===== src/rtl/rmq_pkg.sv =====
`timescale 1ns / 1ps
// Shared constants for the rotation matrix to quaternion pipeline.
// No dependencies.
package rmq_pkg;

   // width of every matrix and quaternion field
   localparam int FIELD_W = 16;

   // saturation limits of a result field
   localparam logic signed [FIELD_W-1:0] SAT_MAX = 16'sh7fff;
   localparam logic signed [FIELD_W-1:0] SAT_MIN = 16'sh8000;

   // magnitude limits in a 32-bit compare domain
   localparam logic [31:0] POS_LIMIT = 32'd32767;
   localparam logic [31:0] NEG_LIMIT = 32'd32768;

endpackage


===== src/rtl/rmq_form.sv =====
`timescale 1ns / 1ps
// Front end: picks the Shepperd path, forms the unscaled quaternion,
// squares it and sums the squares. Three register stages. Depends on rmq_pkg.
module rmq_form import rmq_pkg::*; #(
   parameter int FRAC_BITS = 14,
   parameter int QW        = 19,
   parameter int SW        = 38
) (
   input  logic                      clock,
   input  logic                      reset,
   input  logic                      en,
   input  logic                      in_valid,
   input  logic signed [FIELD_W-1:0] in_m [9],
   output logic                      out_valid,
   output logic signed [QW-1:0]      out_q [4],
   output logic        [SW-1:0]      out_s
);

   localparam logic signed [QW-1:0] ONE = QW'(1) << FRAC_BITS;

   logic signed [QW-1:0] e [9];
   logic signed [QW-1:0] trace;
   logic                 trace_pos;
   logic                 gt_10;
   logic                 gt_2k;
   logic signed [FIELD_W-1:0] diag_max;
   logic signed [QW-1:0] q_in [4];
   logic signed [QW-1:0] q1_ff [4];
   logic signed [QW-1:0] q2_ff [4];
   logic signed [QW-1:0] q3_ff [4];
   logic        [QW-1:0] mag [4];
   logic        [SW-1:0] sq_in [4];
   logic        [SW-1:0] sq_ff [4];
   logic        [SW-1:0] s_ff;
   logic                 v1_ff, v2_ff, v3_ff;

   // sign-extend the matrix and select the path
   always_comb begin
      for (int i = 0; i < 9; i++) begin
         e[i] = QW'(in_m[i]);
      end
      trace     = e[0] + e[4] + e[8];
      trace_pos = trace > 0;
      gt_10     = in_m[4] > in_m[0];
      diag_max  = gt_10 ? in_m[4] : in_m[0];
      gt_2k     = in_m[8] > diag_max;
      priority if (trace_pos) begin
         q_in[0] = ONE + trace;
         q_in[1] = e[7] - e[5];
         q_in[2] = e[2] - e[6];
         q_in[3] = e[3] - e[1];
      end else if (gt_2k) begin
         q_in[0] = e[3] - e[1];
         q_in[1] = e[2] + e[6];
         q_in[2] = e[5] + e[7];
         q_in[3] = ONE - e[0] - e[4] + e[8];
      end else if (gt_10) begin
         q_in[0] = e[2] - e[6];
         q_in[1] = e[1] + e[3];
         q_in[2] = ONE + e[4] - e[0] - e[8];
         q_in[3] = e[5] + e[7];
      end else begin
         q_in[0] = e[7] - e[5];
         q_in[1] = ONE + e[0] - e[4] - e[8];
         q_in[2] = e[1] + e[3];
         q_in[3] = e[2] + e[6];
      end
   end

   // square the magnitudes
   always_comb begin
      for (int i = 0; i < 4; i++) begin
         mag[i]   = q1_ff[i][QW-1] ? QW'(-q1_ff[i]) : QW'(q1_ff[i]);
         sq_in[i] = mag[i] * mag[i];
      end
   end

   // advance the three stages
   always_ff @(posedge clock) begin
      if (reset) begin
         v1_ff <= 1'b0;
         v2_ff <= 1'b0;
         v3_ff <= 1'b0;
      end else if (en) begin
         v1_ff <= in_valid;
         v2_ff <= v1_ff;
         v3_ff <= v2_ff;
      end
   end

   always_ff @(posedge clock) begin
      if (en) begin
         q1_ff <= q_in;
         q2_ff <= q1_ff;
         sq_ff <= sq_in;
         q3_ff <= q2_ff;
         s_ff  <= sq_ff[0] + sq_ff[1] + sq_ff[2] + sq_ff[3];
      end
   end

   assign out_valid = v3_ff;
   assign out_q     = q3_ff;
   assign out_s     = s_ff;

endmodule


===== config.mk =====
export PLATFORM = sky130hd
export DESIGN_NAME = rmq_form
export DESIGN_NICKNAME = d
export VERILOG_FILES = /design/src/rtl/rmq_pkg.sv /design/src/rtl/rmq_form.sv
export SDC_FILE = /design/constraint.sdc
export NUM_CORES = 2
export LEC_CHECK = 0
export ABC_CLOCK_PERIOD_IN_PS = 10000
export BUFFER_PORTS_ARGS = -buffer_cell sky130_fd_sc_hd__buf_2
export CORE_MARGIN = 2
export CORE_UTILIZATION = 66
export CTS_BUF_LIST = sky130_fd_sc_hd__clkbuf_8
export DETAILED_ROUTE_END_ITERATION = 8
export PLACE_DENSITY = 0.9
export SYNTH_ARGS = -nofsm -noshare
export SYNTH_HDL_FRONTEND = slang
export SYNTH_SLANG_ARGS = --single-unit

===== constraint.sdc =====
create_clock -name clock -period 10 [get_ports clock]
set_clock_uncertainty 0.1 [all_clocks]
set_input_delay 1.5 -clock clock [delete_from_list [all_inputs] [get_ports clock]]
set_output_delay 1.5 -clock clock [all_outputs]
set_load 0.05 [all_outputs]

# Word level (Yosys, flattened, before mapping)
# Index checks and enable logic that the tools add are counted.
# Widths: inputs -> output; s select.
# op_classes
n_mul	4
n_mux	8
order_cmp	3
addsub	25
# ops
op	count
$mux 76	3
$mul 19x19->38	4
$add 38x38->38	3
$mux 19	4
$neg 19->19	4
$add 16x16->17	4
$sub 17x16->18	3
$sub 16x16->17	3
$sub 18x16->19	2
$add 16x16->17 const A	2
$gt 16x16->1	2
$add 16x18->19 const A	1
$add 18x16->19	1
$add 17x16->18	1
$gt 18x1->1 const B	1
$sub 16x16->17 const A	1
$mux 16	1
# word_totals
word_cells	60
reg_bits	421
in_bits	148
output_inout_bits	115

# Logic depth before layout (Yosys ltp)
# depth
word_depth	6
depth_mapped	35
mapped_depth_nobuf	33

# Worst setup path before layout
# Ideal clock, no wire load.
# synth_timing
path_kind	reg-to-reg
from	register q1_ff[19] in the netlist's numbering
to	register sq_ff[73] in the netlist's numbering (data pin)
slack_ns	1.477
required_ns	9.635
path_stages_with_launch	31
period_less_slack_ns	8.523
t_arrival_ns	8.158
setup_ns	0.265
path_buffers	2
cell_sequence	edfxtp_1 clkbuf_1 inv_1 clkbuf_1 ha_1 nor2b_1 nand2_1 o41ai_1 xor2_1 clkinv_1 nand2_1 inv_1 fa_1 fa_1 fa_1 fa_1 fa_1 inv_1 fa_1 inv_1 ha_1 a21o_1 a21o_1 a21oi_1 nand4_1 a221oi_2 a21oi_1 o2111ai_1 nand2_1 and4_1 or3_1
# synth_rtl
element	line_no	source
start: declaration	rmq_form.sv:28	logic signed [QW-1:0] q1_ff [4];
start signal: assignment	rmq_form.sv:93	q1_ff <= q_in;
end signal: assignment	rmq_form.sv:95	sq_ff <= sq_in;
end: declaration	rmq_form.sv:33	logic [SW-1:0] sq_ff [4];

==> metrics.cfg <==
[logic_synthesis]
ys_types = 93
synthFlopType = edfxtp_1
synth-async-reset-ratio = 0
yosys.area.top_type = fa_1
ys_ff_latch = 413
yosysWarnings = 0
synth_top_area_frac = 0.330
yosysSeqAreaShare = 0.179
synth_enable_flop_cells = 410
avgSynthCellArea_um2 = 9.69
synth_cells = 7122
ys_top_cells_by_area = fa_1 (33%), edfxtp_1 (18%), ha_1 (14%)
netlist_area_um2 = 69000

[worst_setup_path]
path_class = reg -> reg
path_delay_family = adder cells
endpoint_kind = register
startpoint_type = register
worstPathMaxFanout = 10
slowest_delay_ns = 0.69
cp_slowest_cell = clkinv_1
path_buf_inv = 6
crit_cells = 28
cp.arrival_ns = 9.76
worstPathRequired_ns = 10.38
crit_path_frequent_cell = fa_1
reg2regPathDepth = 28

[route]
vias = 52792
post_drt_wl_per_cell_um = 22.2
antenna_left = 0
post-route-drc-count = 0
routed_wirelength_um = 198000
drt-initial-drc-count = 5125
dr.pass1.iters = 7
avgViaCountPerCell = 5.93

[sta]
fin_tns_setup_ns = 0
maxSlewViolCount = 0
rsz0062_at_grt = no
worstMarginPinSlew_ns = 1.28
fin_crit_ns = 9.38
setup-violations-final = 0
finalCritPeriodShare = 0.938
slew_headroom = 0.137
max_freq_mhz = 107
hold_viol_final = 0
hold_ws_ns = 0.294

[die]
io_pins = 263
die_h_um = 327
die_area_um2 = 107000
coreArea_um2 = 104000
die_w_um = 327
start_util = 0.666
rows = 118

[clock_network]
cts_buffers = 75
cts_max_level = 3
hold_buffers = 0
root_buffer = clkbuf_8
postCtsSetupBuffers = 0
tritoncts = built
path_clk_slew_ns = 0.06
clock_latency_ns = 0.77
cts_buffer_depth = 3
clock-sinks = 413

[placed_design]
placedInstanceArea_um2 = 72500
place.gp.congestion = 1.05
numPortBuffers = 262
place_hpwl_um = 165000

[global_route]
grt_overflow = 0
grt_max_degree = 113
antenna_found_initial = 9
grt.total_usage = 0.377
grt_pass1_vias = 56051
grt_first_pass_wirelength_um = 307000

[finish]
fillCellCount = 7291
fin_area_um2 = 73900
register_area_um2 = 12400
drive_gt1_frac = 0.0727
areaGrowthSynthToFinish_pct = 7.16
n_antenna_cell = 0
fin_nets = 9531
multi_input_area_um2 = 50100

[status]
status = finished, final reports clean

[worst_hold_path]
min_path_type = reg -> reg
min_path_cells = 0

[job]
drv_cap = 0

==> worst register-to-register path, delay by kind of cell, from the launching register on <==
family	cells	cell delay, ns
compound gates	6	1.84
buf+inv	6	1.03
flops	1	0.46
simple gates	7	1.52
fa+ha+maj	7	3.39
xor+xnor	2	0.83
==> sequential cells by signal, summed over array words and instances, names as in the netlist <==
| signal | flops |
|---|---|
| v2_ff | 1 |
| v1_ff | 1 |
| out_s | 38 |
| out_valid | 1 |
| sq_ff | 144 |
| q1_ff | 76 |
| q2_ff | 76 |
| out_q | 76 |
==> metrics by stage <==
step / setup slack, ns / std cells / utilization
floorplan: 1.48 / 7178 / -
global placement: 0.876 / 8769 / 0.700
detailed placement: 0.650 / 8769 / 0.700
CTS: 0.585 / 8902 / 0.713
global route: 0.0769 / 8902 / 0.713
finish: 0.616 / 8902 / 0.713
==> final cells by class <==
| type | count | share of cell area |
|---|---|---|
| tap | 1380 | 0.0233 |
| timing repair buffer | 376 | 0.0296 |
| multi-input combinational | 4971 | 0.678 |
| clock inverter | 58 | 0.00552 |
| sequential | 413 | 0.167 |
| inverter | 1629 | 0.0827 |
| clock buffer | 75 | 0.0140 |
==> worst paths after layout <==
check	from	to	slack (ns)
setup / recovery	q1_ff[44]	sq_ff[112]	0.62
hold / removal	q2_ff[7]	out_q[7]	0.29
setup reg to reg	q1_ff[44]	sq_ff[112]	0.62
hold reg to reg	q2_ff[7]	out_q[7]	0.29
==> cell usage in the layout (no fill, tap or decap), drive strengths merged, types with 25 or more instances in the layout <==
cell type  netlist  final
nand2b          50     50
edfxtp         410    410
nor3            91     91
ha             778    778
o21ai          210    210
and3            25     25
nand2          520    520
clkbuf         135     75
nand3           64     64
buf             30    376
conb             2     58
xnor2          272    272
fa            1139   1139
xor2           120    120
o211ai          25     25
a21o           110    110
o21a            41     41
a211oi          49     49
and2            31     31
a31oi           41     41
inv           1604   1629
o21bai          51     51
nor2b           32     32
a21oi          297    297
mux2i           48     48
clkinv          25     52
nor2           606    606
o31ai           40     40
or3             30     30
==> layer usage <==
metal | track usage | share of wire | vias to the layer above
met5 | 0 | 0.00042 | -
li1 | - | - | 23274
met1 | 0.462 | 0.36 | 25811
met4 | 0.234 | 0.076 | 12
met3 | 0.0891 | 0.11 | 720
met2 | 0.607 | 0.46 | 2975
==> cell usage after synthesis, types with 10 or more instances <==
cell / n
a211o_1: 11
a211oi_1: 40
a21boi_0: 10
a21o_1: 110
a21oi_1: 297
a31oi_1: 40
and2_1: 31
and3_1: 25
buf_1: 12
buf_2: 10
clkbuf_1: 135
clkinv_1: 25
edfxtp_1: 410
fa_1: 1139
ha_1: 778
inv_1: 1598
mux2_2: 10
mux2i_1: 48
nand2_1: 520
nand2b_1: 50
nand3_1: 64
nand4_1: 24
nor2_1: 605
nor2b_1: 32
nor3_1: 90
nor4_1: 17
o211ai_1: 25
o21a_1: 41
o21ai_0: 199
o21ai_1: 10
o21bai_1: 51
o22ai_1: 10
o31a_1: 10
o31ai_1: 36
o41ai_1: 16
or3_1: 29
xnor2_1: 271
xor2_1: 120
==> timing repair <==
action / CTS / global route
endpoints found under the hold margin: 0 / 0
gates resized for setup: 0 / 1
setup endpoints to repair: 0 / 1
==> kinds of logic (layout without fill, tap and decap cells) <==
group / after synthesis / after routing / synth area share
fa+ha+maj: 1917 / 1917 / 0.471
mux: 58 / 58 / 0.00859
flops: 413 / 413 / 0.179
simple gates: 1531 / 1531 / 0.0965
buf+inv: 1794 / 2138 / 0.0984
other cells: 2 / 58 / 0.000109
compound gates: 1015 / 1015 / 0.0957
xor+xnor: 392 / 392 / 0.0499
Power is left out: the tool's default activity adds up to more than one toggle a clock period on the data nets, which glitch-free logic cannot reach.
