### src/rtl/rmq_pkg.sv
`timescale 1ns / 1ps
// Shared constants for the rotation matrix to quaternion pipeline.
// No dependencies.
package rmq_pkg;

   // width of every matrix and quaternion field
   localparam int FIELD_W = 16;

   // saturation limits of a result field
   localparam logic signed [FIELD_W-1:0] SAT_MAX = 16'sh7fff;
   localparam logic signed [FIELD_W-1:0] SAT_MIN = 16'sh8000;

   // magnitude limits in a 32-bit compare domain
   localparam logic [31:0] POS_LIMIT = 32'd32767;
   localparam logic [31:0] NEG_LIMIT = 32'd32768;

endpackage

### src/rtl/rmq_isqrt.sv
`timescale 1ns / 1ps
// Pipelined integer square root, one root bit per stage, with the
// quaternion carried alongside. Depends on rmq_pkg.
module rmq_isqrt import rmq_pkg::*; #(
   parameter int QW = 19,
   parameter int SW = 38
) (
   input  logic                 clock,
   input  logic                 reset,
   input  logic                 en,
   input  logic                 in_valid,
   input  logic signed [QW-1:0] in_q [4],
   input  logic        [SW-1:0] in_s,
   output logic                 out_valid,
   output logic signed [QW-1:0] out_q [4],
   output logic        [QW-1:0] out_n
);

   logic        [SW-1:0] rem_ff  [QW];
   logic        [QW-1:0] root_ff [QW];
   logic signed [QW-1:0] q_ff    [QW][4];
   logic                 v_ff    [QW];

   for (genvar j = 0; j < QW; j++) begin : g_stage
      localparam int B = QW - 1 - j;

      logic        [SW-1:0] rem_prev;
      logic        [QW-1:0] root_prev;
      logic signed [QW-1:0] q_prev [4];
      logic                 v_prev;
      logic        [SW-1:0] trial;
      logic        [SW-1:0] rem_in;
      logic        [QW-1:0] root_in;

      if (j == 0) begin : g_first
         assign rem_prev  = in_s;
         assign root_prev = '0;
         assign q_prev    = in_q;
         assign v_prev    = in_valid;
      end else begin : g_next
         assign rem_prev  = rem_ff[j-1];
         assign root_prev = root_ff[j-1];
         assign q_prev    = q_ff[j-1];
         assign v_prev    = v_ff[j-1];
      end

      // try setting this root bit
      always_comb begin
         trial = (SW'(root_prev) << (B + 1)) | (SW'(1) << (2 * B));
         if (rem_prev >= trial) begin
            rem_in  = rem_prev - trial;
            root_in = root_prev | (QW'(1) << B);
         end else begin
            rem_in  = rem_prev;
            root_in = root_prev;
         end
      end

      always_ff @(posedge clock) begin
         if (reset) begin
            v_ff[j] <= 1'b0;
         end else if (en) begin
            v_ff[j] <= v_prev;
         end
      end

      always_ff @(posedge clock) begin
         if (en) begin
            rem_ff[j]  <= rem_in;
            root_ff[j] <= root_in;
            q_ff[j]    <= q_prev;
         end
      end
   end

   assign out_valid = v_ff[QW-1];
   assign out_q     = q_ff[QW-1];
   assign out_n     = root_ff[QW-1];

endmodule

### config.mk
export PLATFORM = sky130hd
export DESIGN_NAME = rmq_isqrt
export DESIGN_NICKNAME = d
export VERILOG_FILES = /design/src/rtl/rmq_pkg.sv /design/src/rtl/rmq_isqrt.sv
export SDC_FILE = /design/constraint.sdc
export NUM_CORES = 2
export LEC_CHECK = 0
export ABC_AREA = 1
export BUFFER_PORTS_ARGS = -buffer_cell sky130_fd_sc_hd__clkbuf_2
export CAP_MARGIN = 5
export CORE_ASPECT_RATIO = 2
export CORE_MARGIN = 1
export CORE_UTILIZATION = 45
export DETAILED_ROUTE_END_ITERATION = 6
export SYNTH_ARGS = -nofsm -noshare
export SYNTH_HDL_FRONTEND = slang
export SYNTH_SLANG_ARGS = --single-unit
export TNS_END_PERCENT = 30
### constraint.sdc
create_clock -name clock -period 2.25 [get_ports clock]
set_input_delay 0 -clock clock [delete_from_list [all_inputs] [get_ports clock]]
set_output_delay 0 -clock clock [all_outputs]
set_load 0.02 [all_outputs]
[Yosys cells after proc, flatten, opt, wreduce, memory -nomap -nowiden]
Memory sizes are Yosys's and may differ from the RTL's.
Cells that the tools add are included.
Storage, ports and cells
  bits in latches: 0
  input port bits: 118
  memories kept: 4
  memory bits (read-only): 0
  output and inout port bits: 96
  memory bits (writable): 2546
  logic and storage cells: 124
  register bits after elaboration: 0
Cells by class
  $add $sub $neg: 19
  multiply operators: 0
  shift-type cells: 0
  bitwise logic cells: 19
  eq/ne operators: 0
  reduce and logical (&&, ||, !) cells: 0
  muxes and demuxes: 63
  $lt $le $gt $ge: 19
  div/mod/pow operators: 0
Memories
  q_ff: depth 19, bits a word 76, rd ports 19, clocked after Yosys merged registers in 0, wr ports 19, RTL line rmq_isqrt.sv:21  | logic signed [QW-1:0] q_ff [QW][4];
  rem_ff: depth 19, bits a word 38, rd ports 18, clocked after Yosys merged registers in 0, wr ports 19, RTL line rmq_isqrt.sv:19  | logic [SW-1:0] rem_ff [QW];
  root_ff: depth 19, bits a word 19, rd ports 19, clocked after Yosys merged registers in 0, wr ports 19, RTL line rmq_isqrt.sv:20  | logic [QW-1:0] root_ff [QW];
  v_ff: depth 19, bits a word 1, rd ports 19, clocked after Yosys merged registers in 0, wr ports 19, RTL line rmq_isqrt.sv:22  | logic v_ff [QW];
Operators with widths (count)
  $mux W38: 19
  $ge A38 B20 Y1: 1
  $ge A38 B21 Y1: 1
  $ge A38 B22 Y1: 1
  $ge A38 B23 Y1: 1
  $ge A38 B24 Y1: 1
  $ge A38 B25 Y1: 1
  $ge A38 B26 Y1: 1
  $ge A38 B27 Y1: 1
  $ge A38 B28 Y1: 1
  $ge A38 B29 Y1: 1
  $ge A38 B30 Y1: 1
  $ge A38 B31 Y1: 1
  $ge A38 B32 Y1: 1
  $ge A38 B33 Y1: 1
  $ge A38 B34 Y1: 1
  $ge A38 B35 Y1: 1
  $ge A38 B36 Y1: 1
  $ge A38 B37 Y1: 1
  $ge A38 B37 Y1 const B: 1
  $sub A38 B20 Y38: 1
  $sub A38 B21 Y38: 1
  $sub A38 B22 Y38: 1
  $sub A38 B23 Y38: 1
  other kinds (35): 78

[Logic depth before layout (Yosys ltp)]
  depth in word-level cells: 4
  depth in mapped cells: 16
  gate-level depth less buffers: 15

[Least setup slack after synthesis]
No wires, ideal clock.
  path type: reg-to-reg
  start point: mem rem_ff[5][27]
  end point: mem rem_ff[6][29] (data pin)
  required time: 1.997 ns
  setup slack: 0.142 ns
  cell stages (with the launch flop): 11
  arrival: 1.855 ns
  clock period less this slack: 2.108 ns
  path buffers: 1
  library setup time: 0.253 ns
  cells stage by stage: edfxtp_1 > ha_1 > nand2_1 > inv_1 > nor3_2 > o21bai_2 > a31oi_4 > nand2_2 > buf_4 > nand2_1 > nand2_1
RTL lines (RTL line)
  start: declaration: rmq_isqrt.sv:19

==> results.sh <==
export IMPL_path_buf_inv=4
export IMPL_rsz0062_at_grt="true"
export IMPL_avgSynthCellArea_um2=14.0
export IMPL_syn_nets=6820
export IMPL_cts_sinks=2337
export IMPL_cp_arrival_ns=2.96
export IMPL_finalPower_mw=111
export IMPL_synth_edf_count=2337
export IMPL_grt_total_usage_pct=24.6
export IMPL_grt_max_degree=146
export IMPL_portBuffers=213
export IMPL_antenna_found_initial=9
export IMPL_dp_hpwl_um=193000
export IMPL_synth_seq_cells=2337
export IMPL_wl_um=254000
export IMPL_end_kind="flop"
export IMPL_fin_nets=8888
export IMPL_hold_depth=2
export IMPL_vias=56000
export IMPL_p_leak_nw=47.5
export IMPL_critPathLaunchType="flop"
export IMPL_startpoint="rem_ff[15][32]$_DFFE_PP_"
export IMPL_max_stage_delay_ns=0.50
export IMPL_die_x_um=320
export IMPL_worstPathRequired_ns=2.84
export IMPL_area_growth_pct=32.7
export IMPL_setup_viol=111
export IMPL_clk_pin_slew_ns=0.07
export IMPL_fin_ws_ns=-0.120
export IMPL_crit_slowest_cell="edfxtp_1"
export IMPL_slew_headroom_pct=47.3
export IMPL_cp_depth=13
export IMPL_ys_warn_count=0
export IMPL_cp_max_fo=7
export IMPL_drv_slew=0
export IMPL_row_count=233
export IMPL_worstSetupPathType="flop to flop"
export IMPL_crit_top_cell="nor2_4"
export IMPL_place_ws_ns=-0.704
export IMPL_worst_hold_slack_ns=0.103
export IMPL_violations="setup timing"
export IMPL_timing_fmax_mhz=422
export IMPL_tritoncts="yes"
export IMPL_seq_area_frac_synth_pct=77.2
export IMPL_synth_flop_cell="edfxtp_1"
export IMPL_netlist_area_leader_share_pct=77.2
export IMPL_cp_cell_sequence="nor2_2 > nand2_2 > nor3_4 > nand3_4 > nor2_4 > nor2_4 > buf_4 > inv_2 > nor2_4 > buf_12 > clkbuf_16 > nand2_1 > nand2_1"
export IMPL_status="complete, but fails checks"
export IMPL_cts_root_buf="clkbuf_16"
export IMPL_via_per_inst=4.95
export IMPL_period_share_pct=105
export IMPL_drv_cap=0
export IMPL_ir_worst_vdd_mv=1.03
export IMPL_hold_path_class="primary input to flop"
export IMPL_finClkSkew_ns=0.0585
export IMPL_min_from="in_q[4]"
export IMPL_period_minus_slack_ns=2.37
export IMPL_grt_pass1_vias=58500
export IMPL_io_pin_count=214
export IMPL_grt_pass1_wl_um=357000
export IMPL_drc=0
export IMPL_coreArea_um2=201000
export IMPL_antenna_left=0
export IMPL_critical_path_top_delay_family="simple AND/OR/NAND/NOR gates"
export IMPL_place_congestion=0.976
export IMPL_r2r_cells=13
export IMPL_start_util_pct=45.2
export IMPL_htreeDepth=4
export IMPL_timing_final_hold_violations=0
export IMPL_drt_first_pass_iters=5
export IMPL_wl_per_cell_um=22.4
export IMPL_clk_latency_ns=0.87
export IMPL_gr_total_overflow=0
export IMPL_synthDistinctLibCells=52
export IMPL_drtIter0Drc=2626
export IMPL_tightest_slew_ns=0.791
export IMPL_synth_cells=6497
export IMPL_p_per_area_nw_per_um2=920
export IMPL_post_route_util_pct=60.0
export IMPL_ys_async_sr_fraction_pct=0
export IMPL_netlist_area_um2=90900
export IMPL_die_area_um2=204000
export IMPL_r2r_start="rem_ff[15][32]$_DFFE_PP_"
export IMPL_synth_top_area_cell="edfxtp_1"
export IMPL_cts_made_buffers=205
export IMPL_drive_gt1_share_pct=33.1
export IMPL_synth_area_leaders="edfxtp_1, nand2_1, inv_1"
export IMPL_die_height_um=638
export IMPL_clockBufferDepth=4
==> power by group <==
part | switching [mW] | internal, mW
logic | 12.7 | 9.67
registers | 2.02 | 52.3
clock network | 15.4 | 18.9
==> placed cells by master, fill, tap and decap left out, types with 54 or more instances in the layout <==
cell type         n
edfxtp_1       2337
buf_4          1308
nand2_1        1061
inv_1           616
nor2_1          426
nand3_1         243
dlygate4sd3_1   233
clkbuf_16       216
clkbuf_2        212
nand2_2         207
a21oi_1         116
nand4_1         111
ha_4            106
xor2_1          103
a21oi_2         103
ha_1             91
inv_2            81
o21ai_1          81
nor3_1           77
xnor2_1          76
o21ai_0          71
nand2_4          67
buf_12           66
nor2_2           58
buf_6            57
nor2_4           54
==> registers in the layout (all words and copies together) (netlist names) <==
name and cells:
q_ff 1444, rem_ff 684, root_ff 190, v_ff 19
==> cell families after synthesis <==
| family | synth area share [%] |
|---|---|
| simple gates | 11.7 |
| flops | 77.2 |
| buf+inv | 3.26 |
| compound gates | 3.23 |
| fa+ha+maj | 2.82 |
| xor+xnor | 1.77 |
==> synthesized netlist by cell type (18+ instances only) <==
| master | count |
|---|---|
| a21oi_1 | 230 |
| a21oi_2 | 25 |
| edfxtp_1 | 2337 |
| ha_1 | 205 |
| inv_1 | 695 |
| inv_2 | 20 |
| nand2_1 | 1321 |
| nand3_1 | 280 |
| nand3b_1 | 25 |
| nand4_1 | 111 |
| nor2_1 | 527 |
| nor3_1 | 96 |
| nor4_1 | 57 |
| o21ai_0 | 119 |
| o21ai_1 | 75 |
| or2_2 | 18 |
| xnor2_1 | 78 |
| xor2_1 | 106 |
==> metal layers <==
metal / global-route usage [%] / share of wire, %
met1: 16.9 / 25
met2: 49.9 / 58
met4: 28.6 / 14
met5: 0 / 0.0039
met3: 3.04 / 2.7
==> worst paths after layout <==
path                                                  to  slack [ns]
worst max-delay path            rem_ff[16][19]$_DFFE_PP_       -0.12
worst min-delay path                q_ff[0][4]$_DFFE_PP_        0.10
worst max register to register  rem_ff[16][19]$_DFFE_PP_       -0.12
worst min register to register     q_ff[5][23]$_DFFE_PP_        0.37
==> layout make-up <==
cell class	count	area (µm²)
Multi-Input combinational cell	3407	22300
Clock buffer	235	5290
Fill cell	15800	80600
Clock inverter	128	1190
Timing Repair inverter	3	31.3
Inverter	715	2770
Sequential cell	2337	70200
Antenna cell	17	42.5
Timing Repair Buffer	1896	15600
Tap cell	2585	3230
==> repair_timing <==
| action | in CTS | in global routing |
|---|---|---|
| hold buffers | 233 | 0 |
| hold endpoints to repair | 1282 | 0 |
| cloned | 7 | 11 |
| endpoints found under the setup margin | 314 | 309 |
| pin swaps | 100 | 178 |
| setup buffers | 73 | 124 |
| resized for setup | 578 | 613 |
==> worst reg2reg max path: stages, from the launching register on <==
cell,delay (ns)
edfxtp_1,0.50
nor2_2,0.21
nand2_2,0.20
nor3_4,0.22
nand3_4,0.16
nor2_4,0.14
nor2_4,0.05
buf_4,0.13
inv_2,0.06
nor2_4,0.05
buf_12,0.13
clkbuf_16,0.16
nand2_1,0.07
nand2_1,0.06
==> metrics by stage <==
step / instances / TNS, ns / instance area, µm²
floorplan: 6497 / 0 / 90900
global placement: 10500 / -93.35 / 105000
detailed placement: 10500 / -89.25 / 105000
CTS: 11200 / -3.48 / 117000
global route: 11300 / -18.82 / 121000
finish: 11300 / -4.50 / 121000
No activity file was read; power rests on OpenSTA's default activity.
